--- config.mk ---
export PLATFORM = sky130hd
export DESIGN_NAME = clock_settings_menu_top_flat
export DESIGN_NICKNAME = d
export VERILOG_FILES = /design/src/rtl/core/csm_pkg.sv /design/src/rtl/core/csm_ifs.sv /design/src/rtl/core/csm_step.sv /design/src/rtl/core/clock_settings_menu_top.sv /design/src/flat_wrapper.sv
export SDC_FILE = /design/constraint.sdc
export NUM_CORES = 1
export LEC_CHECK = 0
export ABC_AREA = 1
export BUFFER_PORTS_ARGS = -buffer_cell sky130_fd_sc_hd__clkbuf_2
export CAP_MARGIN = 40
export CORE_ASPECT_RATIO = 1.4
export CORE_MARGIN = 2
export CORE_UTILIZATION = 35
export DETAILED_ROUTE_END_ITERATION = 8
export SLEW_MARGIN = 20
export SYNTH_ARGS = -nofsm -noshare
export SYNTH_HDL_FRONTEND = slang
export SYNTH_SLANG_ARGS = --single-unit
--- constraint.sdc ---
create_clock -name clk -period 8.2 [get_ports clk]
set_input_delay 0.82 -clock clk [delete_from_list [all_inputs] [get_ports clk]]
set_output_delay 0.82 -clock clk [all_outputs]
set_load 0.05 [all_outputs]
--- src/rtl/core/csm_pkg.sv ---
package csm_pkg;

  typedef enum logic [1:0] {
    CMD_MODE  = 2'd0,
    CMD_ENTER = 2'd1,
    CMD_UP    = 2'd2,
    CMD_DOWN  = 2'd3
  } csm_cmd_t;

  typedef enum logic [2:0] {
    PAGE_CLOCK  = 3'd0,
    PAGE_TIME   = 3'd1,
    PAGE_DATE   = 3'd2,
    PAGE_ALARM  = 3'd3,
    PAGE_TUNE   = 3'd4,
    PAGE_BRIGHT = 3'd5,
    PAGE_FORMAT = 3'd6,
    PAGE_TEMP   = 3'd7
  } csm_page_t;

  localparam int unsigned TUNE_COUNT    = 3;
  localparam int unsigned BRIGHT_LEVELS = 8;
  localparam int unsigned TEMP_MODES    = 3;

  localparam logic [7:0] HOUR_MAX   = 8'd23;
  localparam logic [7:0] MINUTE_MAX = 8'd59;
  localparam logic [7:0] YEAR_MIN   = 8'd30;
  localparam logic [7:0] YEAR_MAX   = 8'd129;
  localparam logic [7:0] MONTH_MIN  = 8'd1;
  localparam logic [7:0] MONTH_MAX  = 8'd12;
  localparam logic [7:0] DAY_MIN    = 8'd1;
  localparam logic [7:0] TUNE_MAX   = 8'(TUNE_COUNT - 1);
  localparam logic [7:0] BRIGHT_MAX = 8'(BRIGHT_LEVELS - 1);
  localparam logic [7:0] TEMP_MAX   = 8'(TEMP_MODES - 1);

  localparam logic [1:0] ITEM_LAST  = 2'd2;

  // option word bit positions
  localparam int unsigned OPT_H12       = 0;
  localparam int unsigned OPT_BRIGHT_LO = 1;
  localparam int unsigned OPT_BRIGHT_HI = 3;
  localparam int unsigned OPT_TUNE_LO   = 4;
  localparam int unsigned OPT_TUNE_HI   = 5;
  localparam int unsigned OPT_TEMP_LO   = 6;
  localparam int unsigned OPT_TEMP_HI   = 7;
  localparam int unsigned OPT_DAYFIRST  = 8;
  localparam int unsigned OPT_FONT      = 9;

  localparam logic [7:0]  YEAR_RESET    = 8'd21;
  localparam logic [3:0]  MONTH_RESET   = 4'd1;
  localparam logic [4:0]  DAY_RESET     = 5'd1;
  localparam logic [11:0] ALARM_RESET   = {1'b0, 5'd5, 6'd30};
  localparam logic [9:0]  OPTIONS_RESET = {6'd0, BRIGHT_MAX[2:0], 1'b0};

  typedef struct packed {
    logic [1:0] command;
    logic       alarm_sounding;
    logic [7:0] rtc_year;
    logic [3:0] rtc_month;
    logic [4:0] rtc_day;
    logic [4:0] rtc_hour;
    logic [5:0] rtc_minute;
  } csm_in_t;

  typedef struct packed {
    csm_page_t   page;
    logic        items_open;
    logic [1:0]  time_item;
    logic [1:0]  date_item;
    logic [1:0]  alarm_item;
    logic        format_item;
    logic [4:0]  hour;
    logic [5:0]  minute;
    logic [7:0]  year;
    logic [3:0]  month;
    logic [4:0]  day;
    logic        time_dirty;
    logic        date_dirty;
    logic [11:0] alarm_word;
    logic [9:0]  options;
  } csm_state_t;

  typedef struct packed {
    logic [2:0]  page;
    logic        in_items;
    logic [1:0]  item_index;
    logic [4:0]  edit_hour;
    logic [5:0]  edit_minute;
    logic [7:0]  edit_year;
    logic [3:0]  edit_month;
    logic [4:0]  edit_day;
    logic [1:0]  commit;
    logic        alarm_cancel;
    logic [11:0] alarm_setting;
    logic [9:0]  option_word;
  } csm_out_t;

  // wrap inside lo..hi, anything out of range lands on the bound
  function automatic logic [7:0] wrap_step(input logic [7:0] v, input logic [7:0] lo,
                                           input logic [7:0] hi, input logic up);
    if (up) begin
      return (v < lo || v >= hi) ? lo : v + 8'd1;
    end else begin
      return (v <= lo || v > hi) ? hi : v - 8'd1;
    end
  endfunction

  function automatic logic [7:0] days_of(input logic [7:0] y, input logic [3:0] m);
    logic leap;
    leap = (y[1:0] == 2'b00) && (y != 8'd0) && (y != 8'd100) && (y != 8'd200);
    case (m)
      4'd2:                     return leap ? 8'd29 : 8'd28;
      4'd4, 4'd6, 4'd9, 4'd11:  return 8'd30;
      default:                  return 8'd31;
    endcase
  endfunction

endpackage

--- src/rtl/core/csm_ifs.sv ---
interface csm_in_if;
  logic       valid;
  logic       ready;
  logic [1:0] command;
  logic       alarm_sounding;
  logic [7:0] rtc_year;
  logic [3:0] rtc_month;
  logic [4:0] rtc_day;
  logic [4:0] rtc_hour;
  logic [5:0] rtc_minute;

  modport source (
    output valid, command, alarm_sounding, rtc_year, rtc_month, rtc_day, rtc_hour,
           rtc_minute,
    input  ready
  );
  modport sink (
    input  valid, command, alarm_sounding, rtc_year, rtc_month, rtc_day, rtc_hour,
           rtc_minute,
    output ready
  );
endinterface

interface csm_out_if;
  logic        valid;
  logic        ready;
  logic [2:0]  page;
  logic        in_items;
  logic [1:0]  item_index;
  logic [4:0]  edit_hour;
  logic [5:0]  edit_minute;
  logic [7:0]  edit_year;
  logic [3:0]  edit_month;
  logic [4:0]  edit_day;
  logic [1:0]  commit;
  logic        alarm_cancel;
  logic [11:0] alarm_setting;
  logic [9:0]  option_word;

  modport source (
    output valid, page, in_items, item_index, edit_hour, edit_minute, edit_year,
           edit_month, edit_day, commit, alarm_cancel, alarm_setting, option_word,
    input  ready
  );
  modport sink (
    input  valid, page, in_items, item_index, edit_hour, edit_minute, edit_year,
           edit_month, edit_day, commit, alarm_cancel, alarm_setting, option_word,
    output ready
  );
endinterface

--- src/rtl/core/csm_step.sv ---
module csm_step
  import csm_pkg::*;
(
  input  csm_state_t st,
  input  csm_in_t    ev,
  output csm_state_t st_nxt,
  output csm_out_t   res
);

  logic [7:0] t_hour, t_minute, t_year, t_month, t_day;
  logic [7:0] t_ahour, t_amin, t_tune, t_bright, t_temp;
  logic       up;
  logic       differs;
  logic [1:0] commit;
  logic [1:0] item;

  assign up = (ev.command == CMD_UP);

  // candidate edits, picked by page and item below
  assign t_hour   = wrap_step({3'b0, st.hour}, 8'd0, HOUR_MAX, up);
  assign t_minute = wrap_step({2'b0, st.minute}, 8'd0, MINUTE_MAX, up);
  assign t_year   = wrap_step(st.year, YEAR_MIN, YEAR_MAX, up);
  assign t_month  = wrap_step({4'b0, st.month}, MONTH_MIN, MONTH_MAX, up);
  assign t_day    = wrap_step({3'b0, st.day}, DAY_MIN, days_of(st.year, st.month), up);
  assign t_ahour  = wrap_step({3'b0, st.alarm_word[10:6]}, 8'd0, HOUR_MAX, up);
  assign t_amin   = wrap_step({2'b0, st.alarm_word[5:0]}, 8'd0, MINUTE_MAX, up);
  assign t_tune   = wrap_step({6'b0, st.options[OPT_TUNE_HI:OPT_TUNE_LO]}, 8'd0, TUNE_MAX, up);
  assign t_bright = wrap_step({5'b0, st.options[OPT_BRIGHT_HI:OPT_BRIGHT_LO]}, 8'd0,
                              BRIGHT_MAX, up);
  assign t_temp   = wrap_step({6'b0, st.options[OPT_TEMP_HI:OPT_TEMP_LO]}, 8'd0, TEMP_MAX, up);

  assign differs = (st.year != ev.rtc_year) || (st.month != ev.rtc_month) ||
                   (st.day != ev.rtc_day) || (st.hour != ev.rtc_hour) ||
                   (st.minute != ev.rtc_minute);

  always_comb begin
    st_nxt = st;
    commit = 2'b00;
    if (!ev.alarm_sounding) begin
      case (ev.command)
        CMD_MODE: begin
          st_nxt.items_open = 1'b0;
          st_nxt.page = (st.page == PAGE_TEMP) ? PAGE_CLOCK : csm_page_t'(st.page + 3'd1);
          if (st_nxt.page == PAGE_CLOCK) begin
            if (differs) begin
              commit            = {st.date_dirty, st.time_dirty};
              st_nxt.time_dirty = 1'b0;
              st_nxt.date_dirty = 1'b0;
            end
          end else if (st_nxt.page == PAGE_TIME) begin
            st_nxt.hour   = ev.rtc_hour;
            st_nxt.minute = ev.rtc_minute;
            st_nxt.year   = ev.rtc_year;
            st_nxt.month  = ev.rtc_month;
            st_nxt.day    = ev.rtc_day;
          end
        end
        CMD_ENTER: begin
          if (st.page != PAGE_CLOCK) begin
            if (!st.items_open) begin
              st_nxt.time_item   = 2'd0;
              st_nxt.date_item   = 2'd0;
              st_nxt.alarm_item  = 2'd0;
              st_nxt.format_item = 1'b0;
              st_nxt.items_open  = 1'b1;
            end else begin
              case (st.page)
                PAGE_TIME:   st_nxt.time_item  = (st.time_item >= ITEM_LAST) ? 2'd0
                                                 : st.time_item + 2'd1;
                PAGE_DATE:   st_nxt.date_item  = (st.date_item >= ITEM_LAST) ? 2'd0
                                                 : st.date_item + 2'd1;
                PAGE_ALARM:  st_nxt.alarm_item = (st.alarm_item >= ITEM_LAST) ? 2'd0
                                                 : st.alarm_item + 2'd1;
                PAGE_FORMAT: st_nxt.format_item = ~st.format_item;
                default: ;
              endcase
            end
          end
        end
        default: begin
          case (st.page)
            PAGE_TIME: begin
              if (st.items_open) begin
                case (st.time_item)
                  2'd0: begin
                    st_nxt.hour       = t_hour[4:0];
                    st_nxt.time_dirty = 1'b1;
                  end
                  2'd1: begin
                    st_nxt.minute     = t_minute[5:0];
                    st_nxt.time_dirty = 1'b1;
                  end
                  2'd2: st_nxt.options[OPT_H12] = ~st.options[OPT_H12];
                  default: ;
                endcase
              end
            end
            PAGE_DATE: begin
              if (st.items_open) begin
                case (st.date_item)
                  2'd0: begin
                    st_nxt.year       = t_year;
                    st_nxt.date_dirty = 1'b1;
                  end
                  2'd1: begin
                    st_nxt.month      = t_month[3:0];
                    st_nxt.date_dirty = 1'b1;
                  end
                  2'd2: begin
                    st_nxt.day        = t_day[4:0];
                    st_nxt.date_dirty = 1'b1;
                  end
                  default: ;
                endcase
              end
            end
            PAGE_ALARM: begin
              if (st.items_open) begin
                case (st.alarm_item)
                  2'd0: st_nxt.alarm_word[10:6] = t_ahour[4:0];
                  2'd1: st_nxt.alarm_word[5:0]  = t_amin[5:0];
                  2'd2: st_nxt.alarm_word[11]   = ~st.alarm_word[11];
                  default: ;
                endcase
              end
            end
            PAGE_TUNE:   st_nxt.options[OPT_TUNE_HI:OPT_TUNE_LO] = t_tune[1:0];
            PAGE_BRIGHT: st_nxt.options[OPT_BRIGHT_HI:OPT_BRIGHT_LO] = t_bright[2:0];
            PAGE_FORMAT: begin
              if (st.items_open) begin
                if (!st.format_item) begin
                  st_nxt.options[OPT_DAYFIRST] = ~st.options[OPT_DAYFIRST];
                end else begin
                  st_nxt.options[OPT_FONT] = ~st.options[OPT_FONT];
                end
              end
            end
            PAGE_TEMP:   st_nxt.options[OPT_TEMP_HI:OPT_TEMP_LO] = t_temp[1:0];
            default: ;
          endcase
        end
      endcase
    end
  end

  always_comb begin
    item = 2'd0;
    if (st_nxt.items_open) begin
      case (st_nxt.page)
        PAGE_TIME:   item = st_nxt.time_item;
        PAGE_DATE:   item = st_nxt.date_item;
        PAGE_ALARM:  item = st_nxt.alarm_item;
        PAGE_FORMAT: item = {1'b0, st_nxt.format_item};
        default:     item = 2'd0;
      endcase
    end
  end

  always_comb begin
    res.page          = st_nxt.page;
    res.in_items      = st_nxt.items_open;
    res.item_index    = item;
    res.edit_hour     = st_nxt.hour;
    res.edit_minute   = st_nxt.minute;
    res.edit_year     = st_nxt.year;
    res.edit_month    = st_nxt.month;
    res.edit_day      = st_nxt.day;
    res.commit        = commit;
    res.alarm_cancel  = ev.alarm_sounding;
    res.alarm_setting = st_nxt.alarm_word;
    res.option_word   = st_nxt.options;
  end

endmodule

--- src/rtl/core/clock_settings_menu_top.sv ---
// Settings menu for a clock, driven by one button transaction at a time (mode, enter, up,
// down). Each accepted transaction yields exactly one registered result transaction in the
// cycle after acceptance, carrying the page, item selection, edited time/date, commit request,
// alarm and option words. A new transaction is taken every cycle as long as the single output
// register is empty or being drained, so sustained throughput is one per cycle.
module clock_settings_menu_top
  import csm_pkg::*;
(
  input  logic      clk,
  input  logic      rst_n,
  csm_in_if.sink    in_ch,
  csm_out_if.source out_ch
);

  csm_state_t st_r, st_nxt;
  csm_out_t   out_r, res;
  csm_in_t    ev;
  logic       out_valid_r;
  logic       accept;

  assign ev.command        = in_ch.command;
  assign ev.alarm_sounding = in_ch.alarm_sounding;
  assign ev.rtc_year       = in_ch.rtc_year;
  assign ev.rtc_month      = in_ch.rtc_month;
  assign ev.rtc_day        = in_ch.rtc_day;
  assign ev.rtc_hour       = in_ch.rtc_hour;
  assign ev.rtc_minute     = in_ch.rtc_minute;

  assign in_ch.ready = !out_valid_r || out_ch.ready;
  assign accept      = in_ch.valid && in_ch.ready;

  csm_step u_step (
    .st     (st_r),
    .ev     (ev),
    .st_nxt (st_nxt),
    .res    (res)
  );

  always_ff @(posedge clk) begin
    if (!rst_n) begin
      st_r.page        <= PAGE_CLOCK;
      st_r.items_open  <= 1'b0;
      st_r.time_item   <= 2'd0;
      st_r.date_item   <= 2'd0;
      st_r.alarm_item  <= 2'd0;
      st_r.format_item <= 1'b0;
      st_r.hour        <= 5'd0;
      st_r.minute      <= 6'd0;
      st_r.year        <= YEAR_RESET;
      st_r.month       <= MONTH_RESET;
      st_r.day         <= DAY_RESET;
      st_r.time_dirty  <= 1'b0;
      st_r.date_dirty  <= 1'b0;
      st_r.alarm_word  <= ALARM_RESET;
      st_r.options     <= OPTIONS_RESET;
      out_valid_r      <= 1'b0;
    end else begin
      if (accept) begin
        st_r        <= st_nxt;
        out_valid_r <= 1'b1;
      end else if (out_ch.ready) begin
        out_valid_r <= 1'b0;
      end
    end
  end

  always_ff @(posedge clk) begin
    if (accept) begin
      out_r <= res;
    end
  end

  assign out_ch.valid         = out_valid_r;
  assign out_ch.page          = out_r.page;
  assign out_ch.in_items      = out_r.in_items;
  assign out_ch.item_index    = out_r.item_index;
  assign out_ch.edit_hour     = out_r.edit_hour;
  assign out_ch.edit_minute   = out_r.edit_minute;
  assign out_ch.edit_year     = out_r.edit_year;
  assign out_ch.edit_month    = out_r.edit_month;
  assign out_ch.edit_day      = out_r.edit_day;
  assign out_ch.commit        = out_r.commit;
  assign out_ch.alarm_cancel  = out_r.alarm_cancel;
  assign out_ch.alarm_setting = out_r.alarm_setting;
  assign out_ch.option_word   = out_r.option_word;

endmodule

--- src/flat_wrapper.sv ---
// flat-port wrapper written by rule: the top's interface ports become plain ports
module clock_settings_menu_top_flat import csm_pkg::*;
  (clk, rst_n, in_ch_valid, in_ch_command, in_ch_alarm_sounding, in_ch_rtc_year, in_ch_rtc_month, in_ch_rtc_day, in_ch_rtc_hour, in_ch_rtc_minute, in_ch_ready, out_ch_valid, out_ch_page, out_ch_in_items, out_ch_item_index, out_ch_edit_hour, out_ch_edit_minute, out_ch_edit_year, out_ch_edit_month, out_ch_edit_day, out_ch_commit, out_ch_alarm_cancel, out_ch_alarm_setting, out_ch_option_word, out_ch_ready);
  csm_in_if in_ch_i ();
  csm_out_if out_ch_i ();
  input  logic clk;
  input  logic rst_n;
  input wire logic [$bits(in_ch_i.valid)-1:0] in_ch_valid;
  input wire logic [$bits(in_ch_i.command)-1:0] in_ch_command;
  input wire logic [$bits(in_ch_i.alarm_sounding)-1:0] in_ch_alarm_sounding;
  input wire logic [$bits(in_ch_i.rtc_year)-1:0] in_ch_rtc_year;
  input wire logic [$bits(in_ch_i.rtc_month)-1:0] in_ch_rtc_month;
  input wire logic [$bits(in_ch_i.rtc_day)-1:0] in_ch_rtc_day;
  input wire logic [$bits(in_ch_i.rtc_hour)-1:0] in_ch_rtc_hour;
  input wire logic [$bits(in_ch_i.rtc_minute)-1:0] in_ch_rtc_minute;
  output wire logic [$bits(in_ch_i.ready)-1:0] in_ch_ready;
  output wire logic [$bits(out_ch_i.valid)-1:0] out_ch_valid;
  output wire logic [$bits(out_ch_i.page)-1:0] out_ch_page;
  output wire logic [$bits(out_ch_i.in_items)-1:0] out_ch_in_items;
  output wire logic [$bits(out_ch_i.item_index)-1:0] out_ch_item_index;
  output wire logic [$bits(out_ch_i.edit_hour)-1:0] out_ch_edit_hour;
  output wire logic [$bits(out_ch_i.edit_minute)-1:0] out_ch_edit_minute;
  output wire logic [$bits(out_ch_i.edit_year)-1:0] out_ch_edit_year;
  output wire logic [$bits(out_ch_i.edit_month)-1:0] out_ch_edit_month;
  output wire logic [$bits(out_ch_i.edit_day)-1:0] out_ch_edit_day;
  output wire logic [$bits(out_ch_i.commit)-1:0] out_ch_commit;
  output wire logic [$bits(out_ch_i.alarm_cancel)-1:0] out_ch_alarm_cancel;
  output wire logic [$bits(out_ch_i.alarm_setting)-1:0] out_ch_alarm_setting;
  output wire logic [$bits(out_ch_i.option_word)-1:0] out_ch_option_word;
  input wire logic [$bits(out_ch_i.ready)-1:0] out_ch_ready;
  assign in_ch_i.valid = in_ch_valid;
  assign in_ch_i.command = in_ch_command;
  assign in_ch_i.alarm_sounding = in_ch_alarm_sounding;
  assign in_ch_i.rtc_year = in_ch_rtc_year;
  assign in_ch_i.rtc_month = in_ch_rtc_month;
  assign in_ch_i.rtc_day = in_ch_rtc_day;
  assign in_ch_i.rtc_hour = in_ch_rtc_hour;
  assign in_ch_i.rtc_minute = in_ch_rtc_minute;
  assign in_ch_ready = in_ch_i.ready;
  assign out_ch_valid = out_ch_i.valid;
  assign out_ch_page = out_ch_i.page;
  assign out_ch_in_items = out_ch_i.in_items;
  assign out_ch_item_index = out_ch_i.item_index;
  assign out_ch_edit_hour = out_ch_i.edit_hour;
  assign out_ch_edit_minute = out_ch_i.edit_minute;
  assign out_ch_edit_year = out_ch_i.edit_year;
  assign out_ch_edit_month = out_ch_i.edit_month;
  assign out_ch_edit_day = out_ch_i.edit_day;
  assign out_ch_commit = out_ch_i.commit;
  assign out_ch_alarm_cancel = out_ch_i.alarm_cancel;
  assign out_ch_alarm_setting = out_ch_i.alarm_setting;
  assign out_ch_option_word = out_ch_i.option_word;
  assign out_ch_i.ready = out_ch_ready;
  clock_settings_menu_top u_core (.clk(clk), .rst_n(rst_n), .in_ch(in_ch_i), .out_ch(out_ch_i));
endmodule
# Yosys cells after proc, flatten, opt, wreduce, memory -nomap -nowiden
# Index checks and enable logic that the tools add are counted.
word_totals:
  output_inout_bits: 61
  register_bits: 123
  wordCells: 259
op_classes:
  n_eq_ne: 34
  mux: 85
  order_cmp: 35
  bitwise: 10
  reduce_logical: 43
  add_sub_neg: 24
ops:
  columns: ["cell", "count"]
  rows:
  - ["$mux 63", 1]
  - ["$mux 5", 12]
  - ["$pmux 30 s2", 1]
  - ["$mux 28", 2]
  - ["$mux 6", 8]
  - ["$mux 8", 5]
  - ["$mux 2", 18]
  - ["$mux 17", 2]
  - ["$mux 12", 2]
  - ["$mux 11", 2]
  - ["$mux 22", 1]
  - ["$mux 3", 6]
  - ["$logic_or 1x1->1", 17]
  - ["$mux 1", 16]
  - ["$mux 4", 4]
  - ["$reduce_and 8->1", 2]
  - ["$add 5x1->5 const B", 3]
  - ["$eq 3x3->1 const B", 5]
  - ["$le 5x1->1 const B", 3]
  - ["$sub 5x1->5 const B", 3]
  - ["$mux 7", 2]
  - ["$add 6x1->6 const B", 2]
  - ["$eq 3x2->1 const B", 4]
  - ["$ge 6x6->1 const B", 2]
  - ["other kinds (56)", 108]

# Logic depth before layout (Yosys ltp)
# Gate-level depths: netlist of run 1.
depth:
  ltp_word: 17
  depth_mapped: 19
  depth_no_buf: 19

# Cells and area by module
# Synthesis of run 1 repeated with hierarchy kept, for this count alone.
hier_totals:
  hier_cells: 1398
  area_unflattened_um2: 9788.1
by_module_without_submodules:
  columns: ["mod", "area_per_inst_um2", "instances", "cells_per_inst", "seq_area_each_um2"]
  rows:
  - ["csm_step", 5252.5, 1, 950, 0.0]
  - ["clock_settings_menu_top", 4535.6, 1, 448, 3052.9]

# Least setup slack after synthesis of run 1
# OpenSTA, ideal clock, no wires.
synth_path:
  path_type: "input port to flip-flop"
  start: "input port out_ch_ready"
  end: "register u_core.out_r (netlist bit u_core.out_ch.alarm_cancel) (enable)"
  t_required_ps: 7753
  n_path_buf: 2
  setup_ps: 447
  setup_slack_ps: 4165
  stages: 6
  t_arrival_ps: 3587
  cell_sequence: "inv_1 > nand2_1 > nand2_1 > inv_1 > buf_2 > buf_1"
synth_between:
  elab_chain_len: 2
synth_rtl:
  columns: ["item", "line_no", "source"]
  rows:
  - ["start: declaration", "flat_wrapper.sv:30", "input wire logic [$bits(out_ch_i.ready)-1:0] out_ch_ready;"]
  - ["$logic_or 1x1->1", "clock_settings_menu_top.sv:29", "assign in_ch.ready = !out_valid_r || out_ch.ready;"]
  - ["via in_ch_ready", "flat_wrapper.sv:16", "output wire logic [$bits(in_ch_i.ready)-1:0] in_ch_ready;"]
  - ["$logic_and 1x1->1", "clock_settings_menu_top.sv:30", "assign accept = in_ch.valid && in_ch.ready;"]
  - ["via u_core.accept", "clock_settings_menu_top.sv:19", "logic accept;"]
  - ["end signal: assignment", "clock_settings_menu_top.sv:69", "out_r <= res;"]
  - ["end: declaration", "clock_settings_menu_top.sv:16", "csm_out_t out_r, res;"]
# The timed path passes the listed nets, and every way through them passes these cells.
# A chain may end at the register's enable or synchronous reset.

==> out/results.txt, run 1 <==
outcome: finished, final reports clean
Max VDD drop: 0.154 mV
Resize count post-CTS: 0
grt peak-use layer: met2
fin nets: 1387
WL final: 25800 um
Global Route met3 Usage: 0.0272
Via-to-Cell Ratio: 5.21
EDFF count, synth: 59
Seq cells post-synth: 123
Max-slew headroom: 0.504
cell area power density: 195 nW/um2
Synth Instances: 1247
Worst Skew: 0.00943 ns
Core Footprint: 25400 um2
DRC Markers: 0
clk_lat worst skew: 0.44 ns
Final period util: 0.364
drt first-iter violations: 720
setup TNS: 0 ns
Site Rows: 69
post-route ant nets: 0
fillers: 2626
CTS tree: yes
Worst-Margin Slew: 0.738 ns
average size of a mapped cell: 7.23 um2
max_cap viols: 0
Die Area: 27100 um2
share of layout cells above drive strength 1: 0.157
final worst slack: 5.22 ns
unrepaired setup endpoints after global routing: false
Clock transition at path regs: 0.06 ns
startpoint class of the critical path: register
Mapped Nets: 1324
synth top area cells: edfxtp_1, dfxtp_1, nand2_1
critical-path maximum fanout: 10
Die W: 140 um
drt wl/cell: 15.7 um
DP HPWL: 18200 um
top_reg_cell synth: dfxtp_1
gpl congestion: 0.885
final hold viol count: 0
Post-Syn Area: 9020 um2
Max Fclk: 0.335 GHz
Worst Path Required: 8.39 ns
Post-CTS Setup Inserts: 0
top-area cell type share of the netlist area: 0.196
first-pass GRT wire length: 41600 um
Leak: 4.63 nW
first drt pass iteration count: 6
HP Class: register to register
total number of vias: 8566
Top Ports: 96
CP Class: register to register
Port-buffer cells: 95
antenna violations before repair: 1
Crit. End Element: register
post-cts hold buffer count: 0
Die H: 194 um
vias in the first global route: 7991
hold_ws: 0.488 ns
initial core utilization: 0.355
CTS Buffer Depth: 2
min Tclk post-route: 2.98 ns
cts bufs inserted: 17
Worst Path Arrival: 3.18 ns
post-synthesis cell type with the largest combined area: edfxtp_1
Yosys warning total: 0
setup violators final: 0
Area Growth Syn to Fin: 14.3%
Final Max Tran Viols: 0
count of cell types in the netlist: 53
Root Driver: clkbuf_16
total gr overflow: 0
met2 Resource Use GR: 0.315
DP Worst Slack: 5.00 ns
clock sink count: 123
GRT Total Usage: 0.190
largest net degree at the start of global routing: 76
sequential-to-total area share from yosys stat: 0.338
asr flop ratio synth: 0
Max H-tree Level: 4
GR met1 Demand/Resource: 0.240
[cell usage in the layout, fill, tap and decap left out, types with 16 or more instances in the layout]
cell and count:
xor2_1 36, ha_1 42, o211ai_1 23, edfxtp_1 59, inv_1 155, nand3_1 75
nor2_1 90, o21ai_0 93, nand4_1 28, o21ai_1 32, a21oi_1 85, clkbuf_16 17
nand2_1 263, clkbuf_2 95, dfxtp_1 64, inv_2 16
[layout make-up]
class	instances	area, um2	area share
Antenna cell	1	2.50	0.000243
Clock buffer	19	443	0.0430
Clock inverter	13	166	0.0161
Inverter	178	681	0.0660
Multi-Input combinational cell	889	4980	0.483
Sequential cell	123	3050	0.296
Tap cell	319	399	0.0387
Timing Repair Buffer	101	581	0.0563
[kinds of logic (layout without fill, tap and decap cells)]
| group | after synthesis | after routing | share of synthesized area |
|---|---|---|---|
| xor+xnor | 45 | 45 | 0.0437 |
| fa+ha+maj | 42 | 42 | 0.0583 |
| simple gates | 503 | 503 | 0.254 |
| flops | 123 | 123 | 0.338 |
| compound gates | 299 | 299 | 0.197 |
| buf+inv | 235 | 311 | 0.109 |
| other cells | 0 | 1 | 0 |
[Yosys cell counts (19+ instances only)]
cell type / number
edfxtp_1: 59
nand4_1: 28
ha_1: 42
o21ai_1: 32
nor2_1: 90
xor2_1: 36
o21ai_0: 93
nand2_1: 263
inv_1: 156
dfxtp_1: 64
clkbuf_1: 23
nand3_1: 75
buf_2: 19
a21oi_1: 85
o211ai_1: 23
[power by group]
group          internal [W]  total, W  leakage [nW]  switching (W)
clock network      0.000487  0.000783         0.290       0.000296
logic              0.000137  0.000474          3.24       0.000336
registers          0.000698  0.000750          1.10      0.0000522
total               0.00132   0.00201          4.63       0.000684
[critical path: stages (launching register included)]
cell and delay (ns):
dfxtp_1 0.55, clkinv_1 0.37, ha_1 0.31, nand4_1 0.17, a21boi_0 0.14, ha_1 0.21
o21bai_1 0.18, nand3_1 0.12, nand2_1 0.18, nand2_1 0.08, nand3_1 0.07, nand3_1 0.08
nand2_1 0.07, nand2_1 0.04, o21ai_1 0.10, inv_1 0.05
[per-layer routing]
layer | part of all wire | up-vias
met5 | 0 | -
met4 | 0.036 | 0
met3 | 0.042 | 59
met2 | 0.49 | 246
met1 | 0.44 | 3947
li1 | - | 4314
[per-stage QoR]
| stage | power [W] | instance area, um2 | util | instances |
|---|---|---|---|---|
| floorplan | 0.00112 | 9020 | - | 1247 |
| global placement | 0.00122 | 9610 | 0.379 | 1606 |
| detailed placement | 0.00123 | 9650 | 0.380 | 1608 |
| CTS | 0.00202 | 10300 | 0.404 | 1640 |
| global route | 0.00210 | 10300 | 0.406 | 1643 |
| finish | 0.00201 | 10300 | 0.406 | 1643 |
[path summary, 6_finish.rpt]
| path | cells after the start | slack, ns | to | startpoint |
|---|---|---|---|---|
| max | 15 | 5.22 | u_core.out_ch.edit_day[1]$_DFFE_PP_ | u_core.st_r[33]$_SDFFE_PN1P_ |
| min | 2 | 0.49 | u_core.st_r[57]$_SDFFE_PN0P_ | u_core.st_r[57]$_SDFFE_PN0P_ |
| max reg2reg | 15 | 5.22 | u_core.out_ch.edit_day[1]$_DFFE_PP_ | u_core.st_r[33]$_SDFFE_PN1P_ |
| min reg2reg | 2 | 0.49 | u_core.st_r[57]$_SDFFE_PN0P_ | u_core.st_r[57]$_SDFFE_PN0P_ |
[state kept, by name (all words and copies together), names as in the netlist]
register	cells
u_core.out_ch.alarm_cancel	1
u_core.out_ch.alarm_setting	12
u_core.out_ch.commit	2
u_core.out_ch.edit_day	5
u_core.out_ch.edit_hour	5
u_core.out_ch.edit_minute	6
u_core.out_ch.edit_month	4
u_core.out_ch.edit_year	8
u_core.out_ch.in_items	1
u_core.out_ch.item_index	2
u_core.out_ch.option_word	10
u_core.out_ch.page	3
u_core.out_ch.valid	1
u_core.st_r	63
Note: power is estimated with default switching activity, not from simulation.
==> run 2, diff against run 1 <==
--- a/config.mk
+++ b/config.mk
@@ -5,7 +5,7 @@
 export SDC_FILE = /design/constraint.sdc
 export NUM_CORES = 1
 export LEC_CHECK = 0
-export ABC_AREA = 1
+export ABC_AREA = 0
 export BUFFER_PORTS_ARGS = -buffer_cell sky130_fd_sc_hd__clkbuf_2
 export CAP_MARGIN = 40
 export CORE_ASPECT_RATIO = 1.4
==> constraint.sdc (replaced) <==
create_clock -name clk -period 2.9 [get_ports clk]
set_input_delay 0.29 -clock clk [delete_from_list [all_inputs] [get_ports clk]]
set_output_delay 0.29 -clock clk [all_outputs]
set_load 0.05 [all_outputs]
==> run 2 against run 1 <==
Compared with the run above:
- global-route usage is 3.2 points higher
- first-iteration DRC count is 0.69% lower
- sequential power grew to 2.7 times the previous value
- final area shrank 0.84%
- area after synthesis is 4.9% lower
- combinational power increased by 110%
- non-clock buffer count rose by 50
==> out/results.txt, run 2 <==
Worst-Margin Slew: 0.661 ns
leading cell type by number of instances after synthesis: nor2_1
DP HPWL: 20500 um
Area Growth Syn to Fin: 19.1%
Clock transition at path regs: 0.06 ns
synth top area cells: edfxtp_1, dfxtp_1, ha_1
total number of vias: 8404
fin nets: 1195
Final period util: 0.936
Die W: 136 um
asr flop ratio synth: 0
total gr overflow: 0
met2 Resource Use GR: 0.388
Port-buffer cells: 95
top-area cell type share of the netlist area: 0.206
Worst Path Required: 3.18 ns
Root Driver: clkbuf_16
Max H-tree Level: 4
min Tclk post-route: 2.71 ns
post-cts hold buffer count: 0
cell area power density: 509 nW/um2
largest net degree at the start of global routing: 47
unrepaired setup endpoints after global routing: false
placed instance area: 9590 um2
CTS Buffer Depth: 2
Max VDD drop: 0.422 mV
GR met1 Demand/Resource: 0.253
cts bufs inserted: 17
most frequent cells in the layout: clkbuf_2, nor2_1, nand2_1, a21oi_1, o21ai_0
ant diodes: 0
drt wl/cell: 19.8 um
Worst Skew: 0.0133 ns
drt first-iter violations: 715
HP Class: primary input to register
EDFF count, synth: 59
Yosys warning total: 0
average size of a mapped cell: 8.37 um2
Leak: 3.97 nW
outcome: finished, final reports clean
gpl congestion: 0.931
Die H: 189 um
CTS tree: yes
setup violators final: 0
share of layout cells above drive strength 1: 0.186
setup TNS: 0 ns
Post-Syn Area: 8580 um2
Site Rows: 67
clk_lat worst skew: 0.44 ns
Seq cells post-synth: 123
Synth Instances: 1025
Post-CTS Setup Inserts: 0
startpoint class of the critical path: register
count of cell types in the netlist: 90
Global Route met3 Usage: 0.0391
Max-slew headroom: 0.557
sequential-to-total area share from yosys stat: 0.356
top cells by count, synth: nor2_1, nand2_1, a21oi_1
max_cap viols: 0
WL final: 28500 um
DRC Markers: 0
grt peak-use layer: met2
critical-path maximum fanout: 4
vias in the first global route: 8088
first drt pass iteration count: 5
top_reg_cell synth: dfxtp_1
max reg flops: 63
Top reg by flops: u_core.st_r
DP Worst Slack: 0.160 ns
Via-to-Cell Ratio: 5.83
antenna violations before repair: 0
Top Ports: 96
post-route ant nets: 0
Max Fclk: 0.368 GHz
Crit. End Element: register
Die Area: 25800 um2
initial core utilization: 0.357
Worst Path Arrival: 2.99 ns
Core Footprint: 24100 um2
final worst slack: 0.186 ns
CP Class: register to register
first-pass GRT wire length: 44100 um
clock sink count: 123
final hold viol count: 0
post-route cell area: 10200 um2
Mapped Nets: 1102
most common cell after layout, fill and taps aside: clkbuf_2
GRT Total Usage: 0.222
Final Max Tran Viols: 0
post-synthesis cell type with the largest combined area: edfxtp_1
## run 2: cell count changes after synthesis, moves of 17 or more
| cell | before | now |
|---|---|---|
| o21ai_0 | 93 | 68 |
| xnor2_1 | 9 | 29 |
| clkbuf_1 | 23 | 53 |
| nor3_1 | 5 | 28 |
| xor2_1 | 36 | 19 |
| nand2_1 | 263 | 86 |
| inv_1 | 156 | 45 |
| o21ai_1 | 32 | 1 |
| nand3_1 | 75 | 30 |
## run 2: power by group
| part | switching (W) | internal, W | leakage, nW |
|---|---|---|---|
| combinational | 0.000675 | 0.000309 | 2.59 |
| sequential | 0.0000836 | 0.00191 | 1.09 |
| clock | 0.000831 | 0.00139 | 0.285 |
## run 2: critical path: stages, from the launching register on
cell and delay (ns):
dfxtp_1 0.39, inv_1 0.11, ha_1 0.23, o21ai_0 0.16, o22ai_1 0.12, a211oi_2 0.25
ha_1 0.28, nand2b_1 0.14, a21oi_1 0.19, nor2_1 0.11, o31ai_1 0.24, a21oi_1 0.09
o31ai_1 0.24
## run 2: layout make-up
class	count	area, um2
Sequential cell	123	3050
Clock buffer	20	457
Clock inverter	12	146
Fill cell	2383	13800
Inverter	47	179
Timing Repair Buffer	151	953
Tap cell	310	388
Multi-Input combinational cell	778	5050
## run 2: final timing paths
path | from | endpoint | slack, ns | depth (start not counted)
worst max register to register | u_core.st_r[30]$_SDFFE_PN0P_ | u_core.out_ch.edit_day[3]$_DFFE_PP_ | 0.19 | 12
worst min-delay path | in_ch_valid | u_core.out_ch.valid$_SDFFE_PN0P_ | 0.09 | 3
worst min register to register | u_core.st_r[5]$_SDFFE_PN0P_ | u_core.st_r[5]$_SDFFE_PN0P_ | 0.48 | 2
worst max-delay path | u_core.st_r[30]$_SDFFE_PN0P_ | u_core.out_ch.edit_day[3]$_DFFE_PP_ | 0.19 | 12
## run 2: repair_timing
item | CTS | global route
endpoints found under the setup margin | 0 | 10
hold endpoints to repair | 0 | 0
gates resized for setup | 0 | 2
## run 2: per-stage QoR
step	utilization	total power, W	hold WS [ns]	cells
CTS	0.424	0.00522	0.0737	1440
global route	0.425	0.00538	0.0895	1441
detailed placement	0.399	0.00300	0.466	1408
finish	0.425	0.00520	0.0852	1441
floorplan	-	0.00268	0.389	1025
global placement	0.399	0.00299	0.451	1408
## run 2: cell families after synthesis
logic type | share of synthesized area
AO/OA/AOI/OAI | 0.261
multiplexers | 0.0166
adder cells (fa/ha/maj) | 0.0612
flip-flops | 0.356
XOR/XNOR | 0.0490
AND/OR/NAND/NOR | 0.200
buffers and inverters | 0.0569
## run 2: per-layer routing
layer | up-vias | wire length, um
met5 | - | 0
met1 | 4017 | 11200
li1 | 3996 | -
met3 | 80 | 1390
met2 | 311 | 14500
met4 | 0 | 1390
==> run 3, diff against run 2 <==
--- a/config.mk
+++ b/config.mk
@@ -6,12 +6,17 @@
 export NUM_CORES = 1
 export LEC_CHECK = 0
 export ABC_AREA = 0
+export ABC_CLOCK_PERIOD_IN_PS = 2900
 export BUFFER_PORTS_ARGS = -buffer_cell sky130_fd_sc_hd__clkbuf_2
 export CAP_MARGIN = 40
+export CELL_PAD_IN_SITES_DETAIL_PLACEMENT = 0
+export CELL_PAD_IN_SITES_GLOBAL_PLACEMENT = 1
 export CORE_ASPECT_RATIO = 1.4
 export CORE_MARGIN = 2
 export CORE_UTILIZATION = 35
 export DETAILED_ROUTE_END_ITERATION = 8
+export MAX_ROUTING_LAYER = met4
+export PLACE_DENSITY_LB_ADDON = 0.1
 export SLEW_MARGIN = 20
 export SYNTH_ARGS = -nofsm -noshare
 export SYNTH_HDL_FRONTEND = slang
==> run 3 against run 2 <==
Compared with the run above:
- first-iteration DRC count fell by 32%
- clock skew grew 0.0036 ns
- register-to-register slack improved by 0.09 ns
- final area grew 0.37%
- cell count rose by 0.69%
- sequential share of layout area shrank 0.097 points
- wire length up 6.7%
- die area unchanged
- global-route usage rose by 2.3 points
- critical path depth down 1
- via count fell by 0.76%
- maximum frequency grew 3.3%
==> out/results.txt, run 3 (synthesis gave the netlist of run 2 again) <==
outcome: finished, final reports clean
switching share of power: 0.318
WHS Endpoint: u_core.out_ch.valid$_SDFFE_PN0P_
first-pass GRT wire length: 46800 um
Area Growth Syn to Fin: 19.6%
crit-path cells: inv_1 > ha_1 > o21ai_1 > o22ai_1 > a211oi_2 > ha_1 > nand2b_1 > a21oi_2 > o21ai_1 > or4_1 > nand3_1
ant diodes: 0
first drt pass iteration count: 5
Via-to-Cell Ratio: 5.75
HP Class: primary input to register
Internal: 0.00352 W
Max VDD drop: 0.420 mV
Top reg by flops: u_core.st_r
Port-buffer cells: 95
clock sink count: 123
Worst Skew: 0.0169 ns
post-route cell area: 10300 um2
Worst Path Arrival: 2.92 ns
Max Fclk: 0.381 GHz
path depth of the worst reg2reg path: 11
DP HPWL: 22500 um
Worst path max stage delay: 0.51 ns
Crit-path slowest cell: or4_1
unrepaired setup endpoints after global routing: false
Seq pwr share: 0.387
Leak: 4.00 nW
critical-path maximum fanout: 6
Top Ports: 96
Max H-tree Level: 4
Die Area: 25800 um2
Clock transition at path regs: 0.06 ns
final hold viol count: 0
placed instance area: 9660 um2
fin nets: 1205
Buf/Inv on CP: 1
max reg flops: 63
cts bufs inserted: 17
worst hold path startpoint: in_ch_valid
Crit. End Element: register
clk_lat worst skew: 0.44 ns
combinational power share: 0.196
antenna violations before repair: 0
delay-heaviest family, CP: simple AND/OR/NAND/NOR gates
Worst R2R Start: u_core.st_r[29]$_SDFFE_PN1P_
CTS tree: yes
CTS Buffer Depth: 2
post-route ant nets: 0
Worst Path Required: 3.20 ns
Reg-to-Reg End: u_core.out_ch.edit_day[4]$_DFFE_PP_
most common cell after layout, fill and taps aside: clkbuf_2
startpoint class of the critical path: register
CP Class: register to register
fillers: 2490
Core Footprint: 24100 um2
drt wl/cell: 20.9 um
Root Driver: clkbuf_16
footprint of the multi-input gates: 5060 um2
setup violators final: 0
Site Rows: 67
Final period util: 0.906
most frequent cells in the layout: clkbuf_2, nor2_1, nand2_1, a21oi_1, o21ai_0
share of layout cells above drive strength 1: 0.198
drt first-iter violations: 483
hold_ws: 0.0963 ns
Die H: 189 um
Clk network pwr share: 0.417
cell area power density: 503 nW/um2
Pwr Total: 0.00516 W
Die W: 136 um
total gr overflow: 0
post-cts hold buffer count: 0
setup TNS: 0 ns
min Tclk post-route: 2.63 ns
Post-CTS Setup Inserts: 0
GRT Total Usage: 0.245
Final Max Tran Viols: 0
WL final: 30400 um
max_cap viols: 0
largest net degree at the start of global routing: 48
R2R Setup Slk: 0.27 ns
vias in the first global route: 8161
Max-slew headroom: 0.493
NetSw: 0.00164 W
initial core utilization: 0.357
Worst-Margin Slew: 0.751 ns
WHS Path Cells: 3
DRC Markers: 0
gpl congestion: 0.912
sequential standard cell area: 3050 um2
total number of vias: 8340
-- run 3: through the flow --
stage	setup WS, ns	util	std cells
2_1_floorplan	0.116	-	1025
3_3_place_gp	0.130	0.401	1419
3_5_place_dp	0.0696	0.401	1419
4_1_cts	0.0545	0.426	1451
5_1_grt	0.0446	0.426	1451
6_report	0.273	0.426	1451
-- run 3: cell type report --
type                    count  area share
inverters                  47      0.0174
clock inverters            13      0.0141
clock buffers              19      0.0432
flip-flops and latches    123       0.298
multi-input cells         778       0.493
repair buffers            161      0.0971
well taps                 310      0.0378
-- run 3: power by group through the flow --
stage	clock (W)	combinational, W	sequential [W]
finish	0.00215	0.00101	0.00199
global route	0.00226	0.00109	0.00201
CTS	0.00222	0.00101	0.00199
detailed placement	0	0.00101	0.00203
global placement	0	0.00101	0.00203
floorplan	0	0.000509	0.00217
-- run 3: routing by layer --
layer,track usage,part of all wire
met1,0.277,0.41
met2,0.433,0.53
met3,0.0260,0.029
met4,0.106,0.035
met5,-,0
-- run 3: worst max path at each step --
stage | from | to | slack [ns] | cells past startpoint
5_1_grt | u_core.st_r[29]$_SDFFE_PN1P_ | u_core.out_ch.edit_day[4]$_DFFE_PP_ | 0.04 | 11
2_1_floorplan | u_core.out_ch.valid$_SDFFE_PN0P_ | u_core.out_ch.alarm_cancel$_DFFE_PP_ | 0.12 | 5
4_1_cts | u_core.st_r[29]$_SDFFE_PN1P_ | u_core.out_ch.edit_day[4]$_DFFE_PP_ | 0.05 | 11
6_report | u_core.st_r[29]$_SDFFE_PN1P_ | u_core.out_ch.edit_day[4]$_DFFE_PP_ | 0.27 | 11
3_3_place_gp | u_core.st_r[29]$_SDFFE_PN1P_ | u_core.out_ch.edit_day[4]$_DFFE_PP_ | 0.13 | 11
3_5_place_dp | u_core.st_r[29]$_SDFFE_PN1P_ | u_core.out_ch.edit_day[4]$_DFFE_PP_ | 0.07 | 11
-- run 3: worst min-delay path: stages --
cell      delay, ns
clkbuf_2       0.09
inv_1          0.05
a21oi_1        0.05
-- run 3: repair_timing --
| item | CTS | global route |
|---|---|---|
| setup endpoints to repair | 0 | 10 |
| gates resized for setup | 0 | 6 |
| hold endpoints to repair | 0 | 0 |
